### src/rtl/nfc_pkg.sv
package nfc_pkg;

    localparam int PAL_ENTRIES = 256;
    localparam int IMAGE_DIM    = 4096;

    localparam int COORD_W   = $clog2(IMAGE_DIM);
    localparam int PAL_IDX_W = 8;
    localparam int ITER_W    = 10;
    localparam int CFG_IDX_W = 3;
    localparam int FRAC      = 28;
    localparam int ROOT_MUL  = 5;

    // Q4.28 constants, 34 bit signed to match the multiplier operands
    localparam logic signed [33:0] ONE_Q     = 34'sd268435456;
    localparam logic signed [33:0] HALF_Q    = 34'sd134217728;
    localparam logic signed [33:0] SQRT3_2_Q = 34'sd232471924;

    // Q8.56 bounds on squared magnitudes
    localparam logic signed [67:0] ESC_SQ = 68'sd288230376151711744;
    localparam logic signed [67:0] EPS_SQ = 68'sd720600336;

    // quotient magnitude cap, 16.0 in Q4.28
    localparam logic [32:0] QUOT_CAP = 33'h1_0000_0000;

    typedef enum logic [CFG_IDX_W-1:0] {
        CFG_X_ORIGIN = 3'd0,
        CFG_Y_ORIGIN = 3'd1,
        CFG_X_STEP   = 3'd2,
        CFG_Y_STEP   = 3'd3,
        CFG_MAX_ITER = 3'd4
    } cfg_index_t;

    typedef struct packed {
        logic [COORD_W-1:0] column;
        logic [COORD_W-1:0] row;
    } pixel_in_t;

    typedef struct packed {
        logic                 converged;
        logic [1:0]           root_index;
        logic [ITER_W-1:0]    iterations;
        logic [PAL_IDX_W-1:0] palette_index;
    } pixel_out_t;

    function automatic logic signed [31:0] sat32(input logic signed [47:0] v);
        logic signed [31:0] r;
        if (v > 48'sd2147483647) begin
            r = 32'sh7FFF_FFFF;
        end else if (v < -48'sd2147483648) begin
            r = 32'sh8000_0000;
        end else begin
            r = v[31:0];
        end
        return r;
    endfunction

endpackage

### src/rtl/nfc_divider.sv
module nfc_divider (
    input  logic                aclk,
    input  logic                aresetn,
    input  logic                start,
    input  logic signed [63:0]  num,
    input  logic        [63:0]  den,
    output logic                done,
    output logic signed [33:0]  quo
);
    import nfc_pkg::*;

    logic        busy_reg, busy_next;
    logic        done_reg, done_next;
    logic        neg_reg, neg_next;
    logic [5:0]  cnt_reg, cnt_next;
    logic [63:0] rem_reg, rem_next;
    logic [31:0] sh_reg, sh_next;
    logic [32:0] q_reg, q_next;

    logic [63:0] mag;
    logic [63:0] trial;

    always_comb begin
        busy_next = busy_reg;
        done_next = 1'b0;
        neg_next  = neg_reg;
        cnt_next  = cnt_reg;
        rem_next  = rem_reg;
        sh_next   = sh_reg;
        q_next    = q_reg;
        mag       = num[63] ? 64'(-num) : 64'(num);
        trial     = {rem_reg[62:0], sh_reg[31]};
        if (start) begin
            neg_next = num[63];
            // integer part of 16 or more saturates at once
            if ({4'b0, mag} >= {den, 4'b0}) begin
                q_next    = QUOT_CAP;
                done_next = 1'b1;
            end else begin
                rem_next  = {4'b0, mag[63:4]};
                sh_next   = {mag[3:0], 28'b0};
                q_next    = '0;
                cnt_next  = 6'd32;
                busy_next = 1'b1;
            end
        end else if (busy_reg) begin
            // one restoring step per cycle
            if (trial >= den) begin
                rem_next = trial - den;
                q_next   = {q_reg[31:0], 1'b1};
            end else begin
                rem_next = trial;
                q_next   = {q_reg[31:0], 1'b0};
            end
            sh_next  = {sh_reg[30:0], 1'b0};
            cnt_next = cnt_reg - 6'd1;
            if (cnt_reg == 6'd1) begin
                busy_next = 1'b0;
                done_next = 1'b1;
            end
        end
    end

    always_ff @(posedge aclk) begin
        if (!aresetn) begin
            busy_reg <= 1'b0;
            done_reg <= 1'b0;
        end else begin
            busy_reg <= busy_next;
            done_reg <= done_next;
        end
        neg_reg <= neg_next;
        cnt_reg <= cnt_next;
        rem_reg <= rem_next;
        sh_reg  <= sh_next;
        q_reg   <= q_next;
    end

    assign done = done_reg;
    assign quo  = neg_reg ? -$signed({1'b0, q_reg}) : $signed({1'b0, q_reg});

endmodule

### config.mk
export PLATFORM = sky130hd
export DESIGN_NAME = nfc_divider
export DESIGN_NICKNAME = d
export VERILOG_FILES = /design/src/rtl/nfc_pkg.sv /design/src/rtl/nfc_divider.sv
export SDC_FILE = /design/constraint.sdc
export NUM_CORES = 1
export LEC_CHECK = 0
export BUFFER_PORTS_ARGS = -buffer_cell sky130_fd_sc_hd__buf_2
export CAP_MARGIN = 20
export CORE_MARGIN = 10
export CORE_UTILIZATION = 41
export CTS_CLUSTER_DIAMETER = 120
export DETAILED_ROUTE_END_ITERATION = 8
export PLACE_DENSITY_LB_ADDON = 0.15
export SLEW_MARGIN = 20
export SYNTH_ARGS = -nofsm -noshare
export SYNTH_HDL_FRONTEND = slang
export SYNTH_SLANG_ARGS = --single-unit
export TNS_END_PERCENT = 100
### constraint.sdc
create_clock -name aclk -period 18.2 [get_ports aclk]
set_input_delay 3.64 -clock aclk [delete_from_list [all_inputs] [get_ports aclk]]
set_output_delay 3.64 -clock aclk [all_outputs]
set_load 0.03 [all_outputs]
==> impl_metrics.ini, run 1 <==
[clock_network]
quantity_of_hold_fixing_buffers_added_after_cts = 0
postCtsSetupBuffers = 0
h-tree-depth = 3
clk_path_buf_depth = 2
insertion_delay_ps = 370
cts_root_buf = sky130_fd_sc_hd__clkbuf_16
postCtsResizedCells = 0
tritoncts_num_sinks = 109
cts_buffers = 9
tritoncts_clock_tree = yes
clk_pin_slew_worst_paths_ps = 90

[logic_synthesis]
synth_nets = 1758
post_synth_num_cell_types = 75
synth_top_flop_cell = sky130_fd_sc_hd__edfxtp_1
ys_warn_count = 0
synth_edf_count = 107
synth_async_reset_ratio = 0
netlist_instances = 1498
yosys_register_bits = 109
syn-mean-instance-area_um2 = 8.14
mappedNetlistArea_mm2 = 0.0122
synth_seq_area_share = 0.267

[final_layout]
sequential_cell_area_mm2 = 0.00325
multi_input_comb_area_mm2 = 0.00829
fin_nets = 1867
drive_gt1_frac = 0.133
largest_register_ff_count = 63
area_growth_pct = 11.3
final.fill_count = 3033

[floorplan]
core_box_area_mm2 = 0.0295
die_width_um = 192
floorplan.initialDensity = 0.414
core.rowCount = 63
die_h_um = 192
area_of_the_die_mm2 = 0.0370
pin_count = 166

[routing]
post_drt_wl_per_cell_um = 18.7
drt_iter0_drc = 756
antenna_violating_nets_post_route = 0
num_vias = 11200
wl_mm = 37.5
viasPerCell = 5.61
drt_pre_antenna_iters = 5
drc = 0

[power]
power_leakage_nw = 5.73
seqPwrFrac = 0.286
power.clock.fraction = 0.166
cellInternalPower_uw = 719
fin_total_pwr_mw = 1.31
ir_worst_vdd_uv = 59.8
sw_frac_of_total = 0.451
power_density_mw_per_mm2 = 96.6
comb_power_share = 0.548
switchingPower_uw = 592

[outcome]
outcome = finished clean

[global_route]
grt_usage = 0.198
remaining_global_route_overflow = 0
global_route_wire_length_before_repair_mm = 59.1
first_global_vias = 11100
antenna_found_initial = 3
maximum_number_of_pins_on_one_net_before_global_route_repair = 91

[timing]
fin_setup_tns_ps = 0
clock.fmax_mhz = 109
finalCritPeriodShare = 0.506
tightestPinTransition_ps = 1040
timing.final.hold_violations = 0
setup_viol = 0
worst_clock_skew_ps = 9.29
finalMaxSlewViolations = 0
slew_headroom = 0.304
layout_min_cycle_time_ps = 9220
grt_setup_unrepaired = false

[flow_run]
max-cap-violations = 0

[placement]
count_of_port_buffers_added_during_placement = 165
detailedPlacementHpwl_mm = 29.3
gpl.final_weighted_congestion = 0.926

[setup_path]
setup.worst_path.end_class = flop
timing.reg2reg.setup_slack_ps = 13150
worstSetupPathType = primary input to flop
regToRegEndpoint = rem_reg[42]$_DFFE_PP_
worst-r2r-cell-count = 11
crit-reg2reg-launch = rem_reg[24]$_DFFE_PP_
critical_path.max_fanout = 73
worst-endpoint-required_ps = 18200
critPathArrivalTime_ps = 9210
critical_path.startpoint_type = primary input

[worst_hold_path]
worst_hold_path.endpoint = busy_reg$_SDFFE_PN0P_
hp-start = busy_reg$_SDFFE_PN0P_
worst_min_delay_path_category = flop to flop
hold_depth = 2
## layout make-up
type	instances	share of cell area
flip-flops and latches	109	0.240
repair buffers	171	0.0642
multi-input cells	1223	0.611
diodes	1	0.000184
clock inverters	7	0.00673
well taps	390	0.0360
inverters	93	0.0257
clock buffers	9	0.0166
## worst max-delay path: stages
cell	delay (ps)
sky130_fd_sc_hd__buf_2	110
sky130_fd_sc_hd__or3_1	400
sky130_fd_sc_hd__nor2_2	200
sky130_fd_sc_hd__nand4_1	440
sky130_fd_sc_hd__or2_1	410
sky130_fd_sc_hd__or4_1	520
sky130_fd_sc_hd__o21ai_0	250
sky130_fd_sc_hd__xnor2_1	170
sky130_fd_sc_hd__ha_1	290
sky130_fd_sc_hd__a21o_1	190
sky130_fd_sc_hd__a21oi_1	120
sky130_fd_sc_hd__o21ai_0	120
sky130_fd_sc_hd__a221oi_1	320
sky130_fd_sc_hd__o31ai_1	130
sky130_fd_sc_hd__a21oi_1	240
sky130_fd_sc_hd__a2bb2oi_1	340
sky130_fd_sc_hd__a211o_1	240
sky130_fd_sc_hd__nor2_1	110
sky130_fd_sc_hd__a21oi_4	110
sky130_fd_sc_hd__buf_4	800
## cell usage after synthesis, types with 12 or more instances
cell | n | share of area
sky130_fd_sc_hd__a21oi_1 | 167 | 0.069
sky130_fd_sc_hd__nor2_1 | 142 | 0.044
sky130_fd_sc_hd__ha_1 | 128 | 0.13
sky130_fd_sc_hd__nand2_1 | 117 | 0.036
sky130_fd_sc_hd__xnor2_1 | 117 | 0.084
sky130_fd_sc_hd__edfxtp_1 | 107 | 0.26
sky130_fd_sc_hd__o21ai_0 | 103 | 0.042
sky130_fd_sc_hd__inv_1 | 92 | 0.028
sky130_fd_sc_hd__clkbuf_1 | 53 | 0.016
sky130_fd_sc_hd__a21o_1 | 38 | 0.023
sky130_fd_sc_hd__nor2b_1 | 38 | 0.020
sky130_fd_sc_hd__nand4_1 | 37 | 0.019
sky130_fd_sc_hd__xor2_1 | 35 | 0.025
sky130_fd_sc_hd__o21a_1 | 27 | 0.017
sky130_fd_sc_hd__o31ai_1 | 27 | 0.017
sky130_fd_sc_hd__nand3_1 | 26 | 0.011
sky130_fd_sc_hd__nor3_1 | 21 | 0.0086
sky130_fd_sc_hd__o41ai_1 | 15 | 0.011
sky130_fd_sc_hd__or4_1 | 15 | 0.0092
sky130_fd_sc_hd__a211oi_1 | 14 | 0.0086
sky130_fd_sc_hd__o211ai_1 | 12 | 0.0074
## cells in the final DEF (no fill, tap or decap), drive strengths merged, types with 12 or more instances in the layout
| cell type | count |
|---|---|
| xnor2 | 117 |
| nor2b | 38 |
| o211ai | 12 |
| xor2 | 35 |
| nand3 | 27 |
| nand2 | 117 |
| o21a | 27 |
| nor2 | 143 |
| a21o | 38 |
| a21oi | 167 |
| o41ai | 17 |
| buf | 171 |
| nand2b | 13 |
| ha | 128 |
| or4 | 16 |
| o21ai | 108 |
| nor3 | 22 |
| a211oi | 15 |
| edfxtp | 107 |
| inv | 95 |
| nand4 | 37 |
| o31ai | 27 |
## worst max-delay path by stage
stage / startpoint / to / cells past startpoint
final: num[3] / rem_reg[54]$_DFFE_PP_ / 20
after global routing: num[3] / rem_reg[54]$_DFFE_PP_ / 20
after CTS: num[3] / rem_reg[36]$_DFFE_PP_ / 20
after detailed placement: num[3] / rem_reg[25]$_DFFE_PP_ / 20
after global placement: num[3] / rem_reg[22]$_DFFE_PP_ / 20
after floorplan: num[17] / cnt_reg[0]$_SDFFCE_PP0P_ / 18
## metrics by stage
stage | setup WS, ps | instance area (µm²) | util | hold WS [ps] | instances
floorplan | 7070 | 12200 | - | 430 | 1498
global placement | 8720 | 13200 | 0.449 | 442 | 1986
detailed placement | 8580 | 13200 | 0.449 | 447 | 1986
CTS | 8950 | 13600 | 0.460 | 458 | 2002
global route | 8710 | 13600 | 0.460 | 497 | 2003
finish | 8980 | 13600 | 0.460 | 454 | 2003
## routing by layer
layer	vias up	track usage	share of wire
met5	-	0	0.00056
met4	4	0.0438	0.014
met3	32	0.0445	0.066
met2	291	0.319	0.45
met1	5213	0.264	0.47
li1	5688	-	-
## cell families (layout without fill, tap and decap cells)
kind of cell    Yosys count  in the layout  synth area share
compound gates          469            469             0.240
simple gates            462            462             0.187
buf+inv                 166            280            0.0543
flops                   109            109             0.267
fa+ha+maj               129            129             0.133
other cells               0              1                 0
mux                      11             11           0.00944
xor+xnor                152            152             0.109
## power groups by stage
stage | Clock [mW] | Combinational, mW | Sequential (mW)
after global routing | 0.231 | 0.800 | 0.381
after global placement | 0 | 0.706 | 0.379
after floorplan | 0 | 0.549 | 0.369
after CTS | 0.223 | 0.714 | 0.375
after detailed placement | 0 | 0.709 | 0.380
final | 0.217 | 0.718 | 0.375
Power figures use the tool's default switching activity.
==> run 2: changes to the inputs <==
==> constraint.sdc (replaced) <==
create_clock -name aclk -period 8.9 [get_ports aclk]
set_input_delay 1.78 -clock aclk [delete_from_list [all_inputs] [get_ports aclk]]
set_output_delay 1.78 -clock aclk [all_outputs]
set_load 0.03 [all_outputs]
==> run 2 against run 1 <==
Effect of this change: cell count about the same; wire length is 0.69% higher; via count up 1.8%; worst setup slack worse by 7500 ps; sequential cell count stayed put; largest power group unchanged; largest cell class unchanged.
==> impl_metrics.ini, run 2 (synthesized netlist as in run 1, its figures left out) <==
[timing]
worst_clock_skew_ps = 11.8
grt_setup_unrepaired = false
tightestPinTransition_ps = 914
whs_ps = 460
layout_min_cycle_time_ps = 7390
finalMaxSlewViolations = 0
fin_setup_tns_ps = 0
setup_viol = 0
clock.fmax_mhz = 135
slew_headroom = 0.386
finalCritPeriodShare = 0.830
timing.final.hold_violations = 0

[clock_network]
clk_path_buf_depth = 2
tritoncts_num_sinks = 109
insertion_delay_ps = 380
clk_pin_slew_worst_paths_ps = 90
postCtsSetupBuffers = 0
postCtsResizedCells = 0
cts_buffers = 9
h-tree-depth = 3
cts_root_buf = sky130_fd_sc_hd__clkbuf_16
quantity_of_hold_fixing_buffers_added_after_cts = 0
tritoncts_clock_tree = yes

[routing]
drt_iter0_drc = 794
post_drt_wl_per_cell_um = 18.8
drt_pre_antenna_iters = 6
wl_mm = 37.8
drc = 0
antenna_violating_nets_post_route = 0
num_vias = 11400
viasPerCell = 5.70

[setup_path]
critPathArrivalTime_ps = 7430
critical_path.startpoint_type = primary input
critPathLaunch = num[3]
critical_path_cell_count = 20
critical_path.slowest_cell = sky130_fd_sc_hd__a21oi_4
worst-endpoint-required_ps = 8940
crit_path_buf_inv_count = 2
critical_path.max_fanout = 58
cp_cell_sequence = buf_2 -> or3_1 -> nor2_2 -> nand4_1 -> or2_1 -> or4_1 -> o21ai_0 -> xnor2_1 -> ha_1 -> a21o_1 -> a21oi_1 -> o21ai_0 -> a221oi_1 -> o31ai_1 -> a21oi_1 -> a2bb2oi_1 -> a211o_1 -> nor2_1 -> a21oi_4 -> buf_12
crit_path_max_delay_family = compound AO/OA/AOI/OAI gates
slowest_delay_ps = 510
crit-reg2reg-launch = rem_reg[22]$_DFFE_PP_
worstSetupPathType = primary input to flop
worst-r2r-cell-count = 12
setup.worst_path.end_class = flop

[floorplan]
core_box_area_mm2 = 0.0295
die_h_um = 192
die_width_um = 192
area_of_the_die_mm2 = 0.0370
floorplan.initialDensity = 0.414
pin_count = 166
core.rowCount = 63

[final_layout]
final.fill_count = 3047
multi_input_comb_area_mm2 = 0.00829
fin_nets = 1869
most_common_cell_after_layout_fill_and_taps_aside = sky130_fd_sc_hd__a21oi_1
sequential_cell_area_mm2 = 0.00325
final_cell_mix = 166 x sky130_fd_sc_hd__a21oi_1, 165 x sky130_fd_sc_hd__buf_2, 142 x sky130_fd_sc_hd__nor2_1, 128 x sky130_fd_sc_hd__ha_1
drive_gt1_frac = 0.134
postLayoutCellArea_mm2 = 0.0136
area_growth_pct = 11.5
largest_register_ff_count = 63

[placement]
detailedPlacementHpwl_mm = 30.1
area_after_dpl_mm2 = 0.0133
gpl.final_weighted_congestion = 0.951
count_of_port_buffers_added_during_placement = 165

[power]
power_leakage_nw = 5.74
ir_worst_vdd_uv = 100
power_density_mw_per_mm2 = 197

[global_route]
maximum_number_of_pins_on_one_net_before_global_route_repair = 73
antenna_found_initial = 4
grt_usage = 0.200
global_route_wire_length_before_repair_mm = 60.0
first_global_vias = 11200
remaining_global_route_overflow = 0

[worst_hold_path]
worst_min_delay_path_category = flop to flop
hp-start = busy_reg$_SDFFE_PN0P_
hold_depth = 2

[outcome]
outcome = finished clean

[flow_run]
max-cap-violations = 0
-- run 2: cell count changes in the layout (fill, tap and decap cells not counted) --
cell | previous run | this run
sky130_fd_sc_hd__buf_4 | 6 | 7
sky130_fd_sc_hd__clkinv_8 | 3 | 2
sky130_fd_sc_hd__buf_12 | 0 | 1
sky130_fd_sc_hd__inv_8 | 0 | 1
-- run 2: worst paths after layout --
| kind | to | slack [ps] |
|---|---|---|
| worst min register to register | busy_reg$_SDFFE_PN0P_ | 460 |
| worst min-delay path | busy_reg$_SDFFE_PN0P_ | 460 |
| worst max register to register | rem_reg[42]$_DFFE_PP_ | 4280 |
| worst max-delay path | rem_reg[16]$_DFFE_PP_ | 1510 |
-- run 2: cell type report --
class                           instances  share of cell area
Clock inverter                          7             0.00635
Tap cell                              390              0.0359
Antenna cell                            1            0.000184
Multi-Input combinational cell       1223               0.610
Clock buffer                            9              0.0166
Sequential cell                       109               0.239
Timing Repair Buffer                  173              0.0661
Inverter                               93              0.0257
-- run 2: per-stage QoR --
step / setup WS, ps / utilization / power, mW / instances
6_report: 1510 / 0.461 / 2.68 / 2005
5_1_grt: 1230 / 0.461 / 2.89 / 2004
4_1_cts: 1580 / 0.461 / 2.68 / 2004
3_5_place_dp: 1180 / 0.450 / 2.23 / 1988
3_3_place_gp: 1330 / 0.450 / 2.22 / 1988
2_1_floorplan: 1280 / - / 1.88 / 1498
-- run 2: worst min-delay path: cells and delay by family, from the launching register on --
family,cells,cell delay (ps)
simple gates,2,100
flops,1,320
-- run 2: metal layers --
layer	up-vias	wire (µm)	GRT usage
met4	4	402	0.0388
met1	5425	17800	0.272
met3	37	2100	0.0356
met5	-	23	0
li1	5682	-	-
met2	287	17500	0.328
-- run 2: power breakdown --
group          internal [mW]  switching (mW)
Combinational          0.571           0.903
Sequential             0.697          0.0671
Clock                  0.204           0.236
Total                   1.47            1.21
==> run 3: changes to the inputs <==
==> constraint.sdc (replaced) <==
create_clock -name aclk -period 7.6 [get_ports aclk]
set_input_delay 1.52 -clock aclk [delete_from_list [all_inputs] [get_ports aclk]]
set_output_delay 1.52 -clock aclk [all_outputs]
set_load 0.03 [all_outputs]
==> run 3 against run 2 <==
Effect of this change: sequential share of layout area about the same; utilization increased by 0.085 points; sequential cell count stayed put; largest power group unchanged; critical path type unchanged; cell count increased by 0.15%; final area up 0.18%; clock-buffer cell count unchanged; register-to-register slack got worse by 1300 ps; first-iteration DRC count rose by 3.8%; combinational power rose by 18%; critical path depth did not move.
==> impl_metrics.ini, run 3 (synthesized netlist as in run 1, its figures left out) <==
[setup_path]
slowest_delay_ps = 570
critical_path.slowest_cell = sky130_fd_sc_hd__or4_4
critPathArrivalTime_ps = 6710
worst-endpoint-required_ps = 7640
timing.reg2reg.setup_slack_ps = 3030
critical_path.startpoint_type = primary input
critical_path.max_fanout = 58
cp_cell_sequence = buf_2 -> or4_4 -> nor4_4 -> nand3_1 -> or2_1 -> or4_1 -> o21ai_0 -> xnor2_1 -> ha_1 -> a21o_1 -> a21oi_1 -> o21ai_0 -> a221oi_1 -> o31ai_1 -> a21oi_1 -> a2bb2oi_1 -> a211o_1 -> nor2_1 -> a21oi_4 -> buf_12
setup.worst_path.end_class = flop
worstSetupPathType = primary input to flop
worst-r2r-cell-count = 12

[placement]
detailedPlacementHpwl_mm = 30.8
gpl.final_weighted_congestion = 0.930
area_after_dpl_mm2 = 0.0133
count_of_port_buffers_added_during_placement = 165

[routing]
antenna_violating_nets_post_route = 0
drt_pre_antenna_iters = 5
post_drt_wl_per_cell_um = 19.1
viasPerCell = 5.72
num_vias = 11500
wl_mm = 38.3
drt_iter0_drc = 824
drc = 0

[global_route]
remaining_global_route_overflow = 0
global_route_wire_length_before_repair_mm = 60.2
first_global_vias = 11200
grt_usage = 0.201
antenna_found_initial = 4
maximum_number_of_pins_on_one_net_before_global_route_repair = 75

[clock_network]
h-tree-depth = 3
tritoncts_num_sinks = 109
cts_buffers = 9
clk_path_buf_depth = 2
quantity_of_hold_fixing_buffers_added_after_cts = 0
postCtsSetupBuffers = 0
cts_root_buf = sky130_fd_sc_hd__clkbuf_16
postCtsResizedCells = 0
tritoncts_clock_tree = yes
clk_pin_slew_worst_paths_ps = 90
insertion_delay_ps = 370

[timing]
clock.fmax_mhz = 150
worst_clock_skew_ps = 13.1
layout_min_cycle_time_ps = 6670
finalMaxSlewViolations = 0
grt_setup_unrepaired = false
timing.final.hold_violations = 0
tightestPinTransition_ps = 1010
slew_headroom = 0.327
setup_viol = 0
fin_setup_tns_ps = 0
finalCritPeriodShare = 0.877

[power]
ir_worst_vdd_uv = 123
power_density_mw_per_mm2 = 232
power_leakage_nw = 5.76

[floorplan]
core.rowCount = 63
area_of_the_die_mm2 = 0.0370
core_box_area_mm2 = 0.0295
die_h_um = 192
pin_count = 166
die_width_um = 192
floorplan.initialDensity = 0.414

[final_layout]
most_common_cell_after_layout_fill_and_taps_aside = sky130_fd_sc_hd__a21oi_1
drive_gt1_frac = 0.136
final.fill_count = 3027
area_growth_pct = 11.7
fin_nets = 1871
sequential_cell_area_mm2 = 0.00325
postLayoutCellArea_mm2 = 0.0136
largest_register_ff_count = 63
final_cell_mix = 166 x sky130_fd_sc_hd__a21oi_1, 165 x sky130_fd_sc_hd__buf_2, 142 x sky130_fd_sc_hd__nor2_1, 128 x sky130_fd_sc_hd__ha_1
multi_input_comb_area_mm2 = 0.00829

[worst_hold_path]
worst_min_delay_path_category = flop to flop
hold_depth = 2

[outcome]
outcome = finished clean

[flow_run]
max-cap-violations = 0
## run 3: cell types whose count changed in the layout (fill, tap and decap cells not counted)
| cell | delta |
|---|---|
| sky130_fd_sc_hd__inv_6 | +1 |
| sky130_fd_sc_hd__clkinv_8 | +1 |
| sky130_fd_sc_hd__clkinv_4 | -2 |
| sky130_fd_sc_hd__diode_2 | +1 |
| sky130_fd_sc_hd__buf_4 | +2 |
## run 3: per-layer routing
metal	up-vias	GRT usage	part of all wire
met5	-	0	0.00065
met4	4	0.0540	0.019
met3	52	0.0450	0.069
met2	346	0.324	0.46
met1	5398	0.267	0.45
li1	5695	-	-
## run 3: through the flow
step	utilization	hold slack, ps	power [mW]	std cells	setup slack (ps)
floorplan	-	430	2.20	1498	236
global placement	0.451	440	2.61	1990	869
detailed placement	0.451	451	2.62	1990	662
CTS	0.462	465	3.15	2006	1040
global route	0.462	500	3.40	2007	723
finish	0.462	462	3.16	2008	934
## run 3: cell type report
class	count	area share
multi-input combinational	1223	0.609
sequential	109	0.239
clock inverter	7	0.00689
clock buffer	9	0.0165
inverter	93	0.0256
tap	390	0.0358
antenna	2	0.000368
timing repair buffer	175	0.0671
## run 3: path summary, 6_finish.rpt
path,startpoint,end
worst min-delay path,busy_reg$_SDFFE_PN0P_,busy_reg$_SDFFE_PN0P_
worst max register to register,rem_reg[22]$_DFFE_PP_,rem_reg[28]$_DFFE_PP_
worst max-delay path,num[17],rem_reg[18]$_DFFE_PP_
worst min register to register,busy_reg$_SDFFE_PN0P_,busy_reg$_SDFFE_PN0P_
## run 3: critical path, delay by kind of cell
kind / cells / cell delay, ps
compound gates: 10 / 2320
xor+xnor: 1 / 190
fa+ha+maj: 1 / 290
buf+inv: 2 / 430
simple gates: 6 / 1900
## run 3: power by group
| group | switching (mW) | internal [mW] |
|---|---|---|
| logic | 1.06 | 0.673 |
| registers | 0.0824 | 0.816 |
| clock network | 0.281 | 0.241 |
| total | 1.43 | 1.73 |
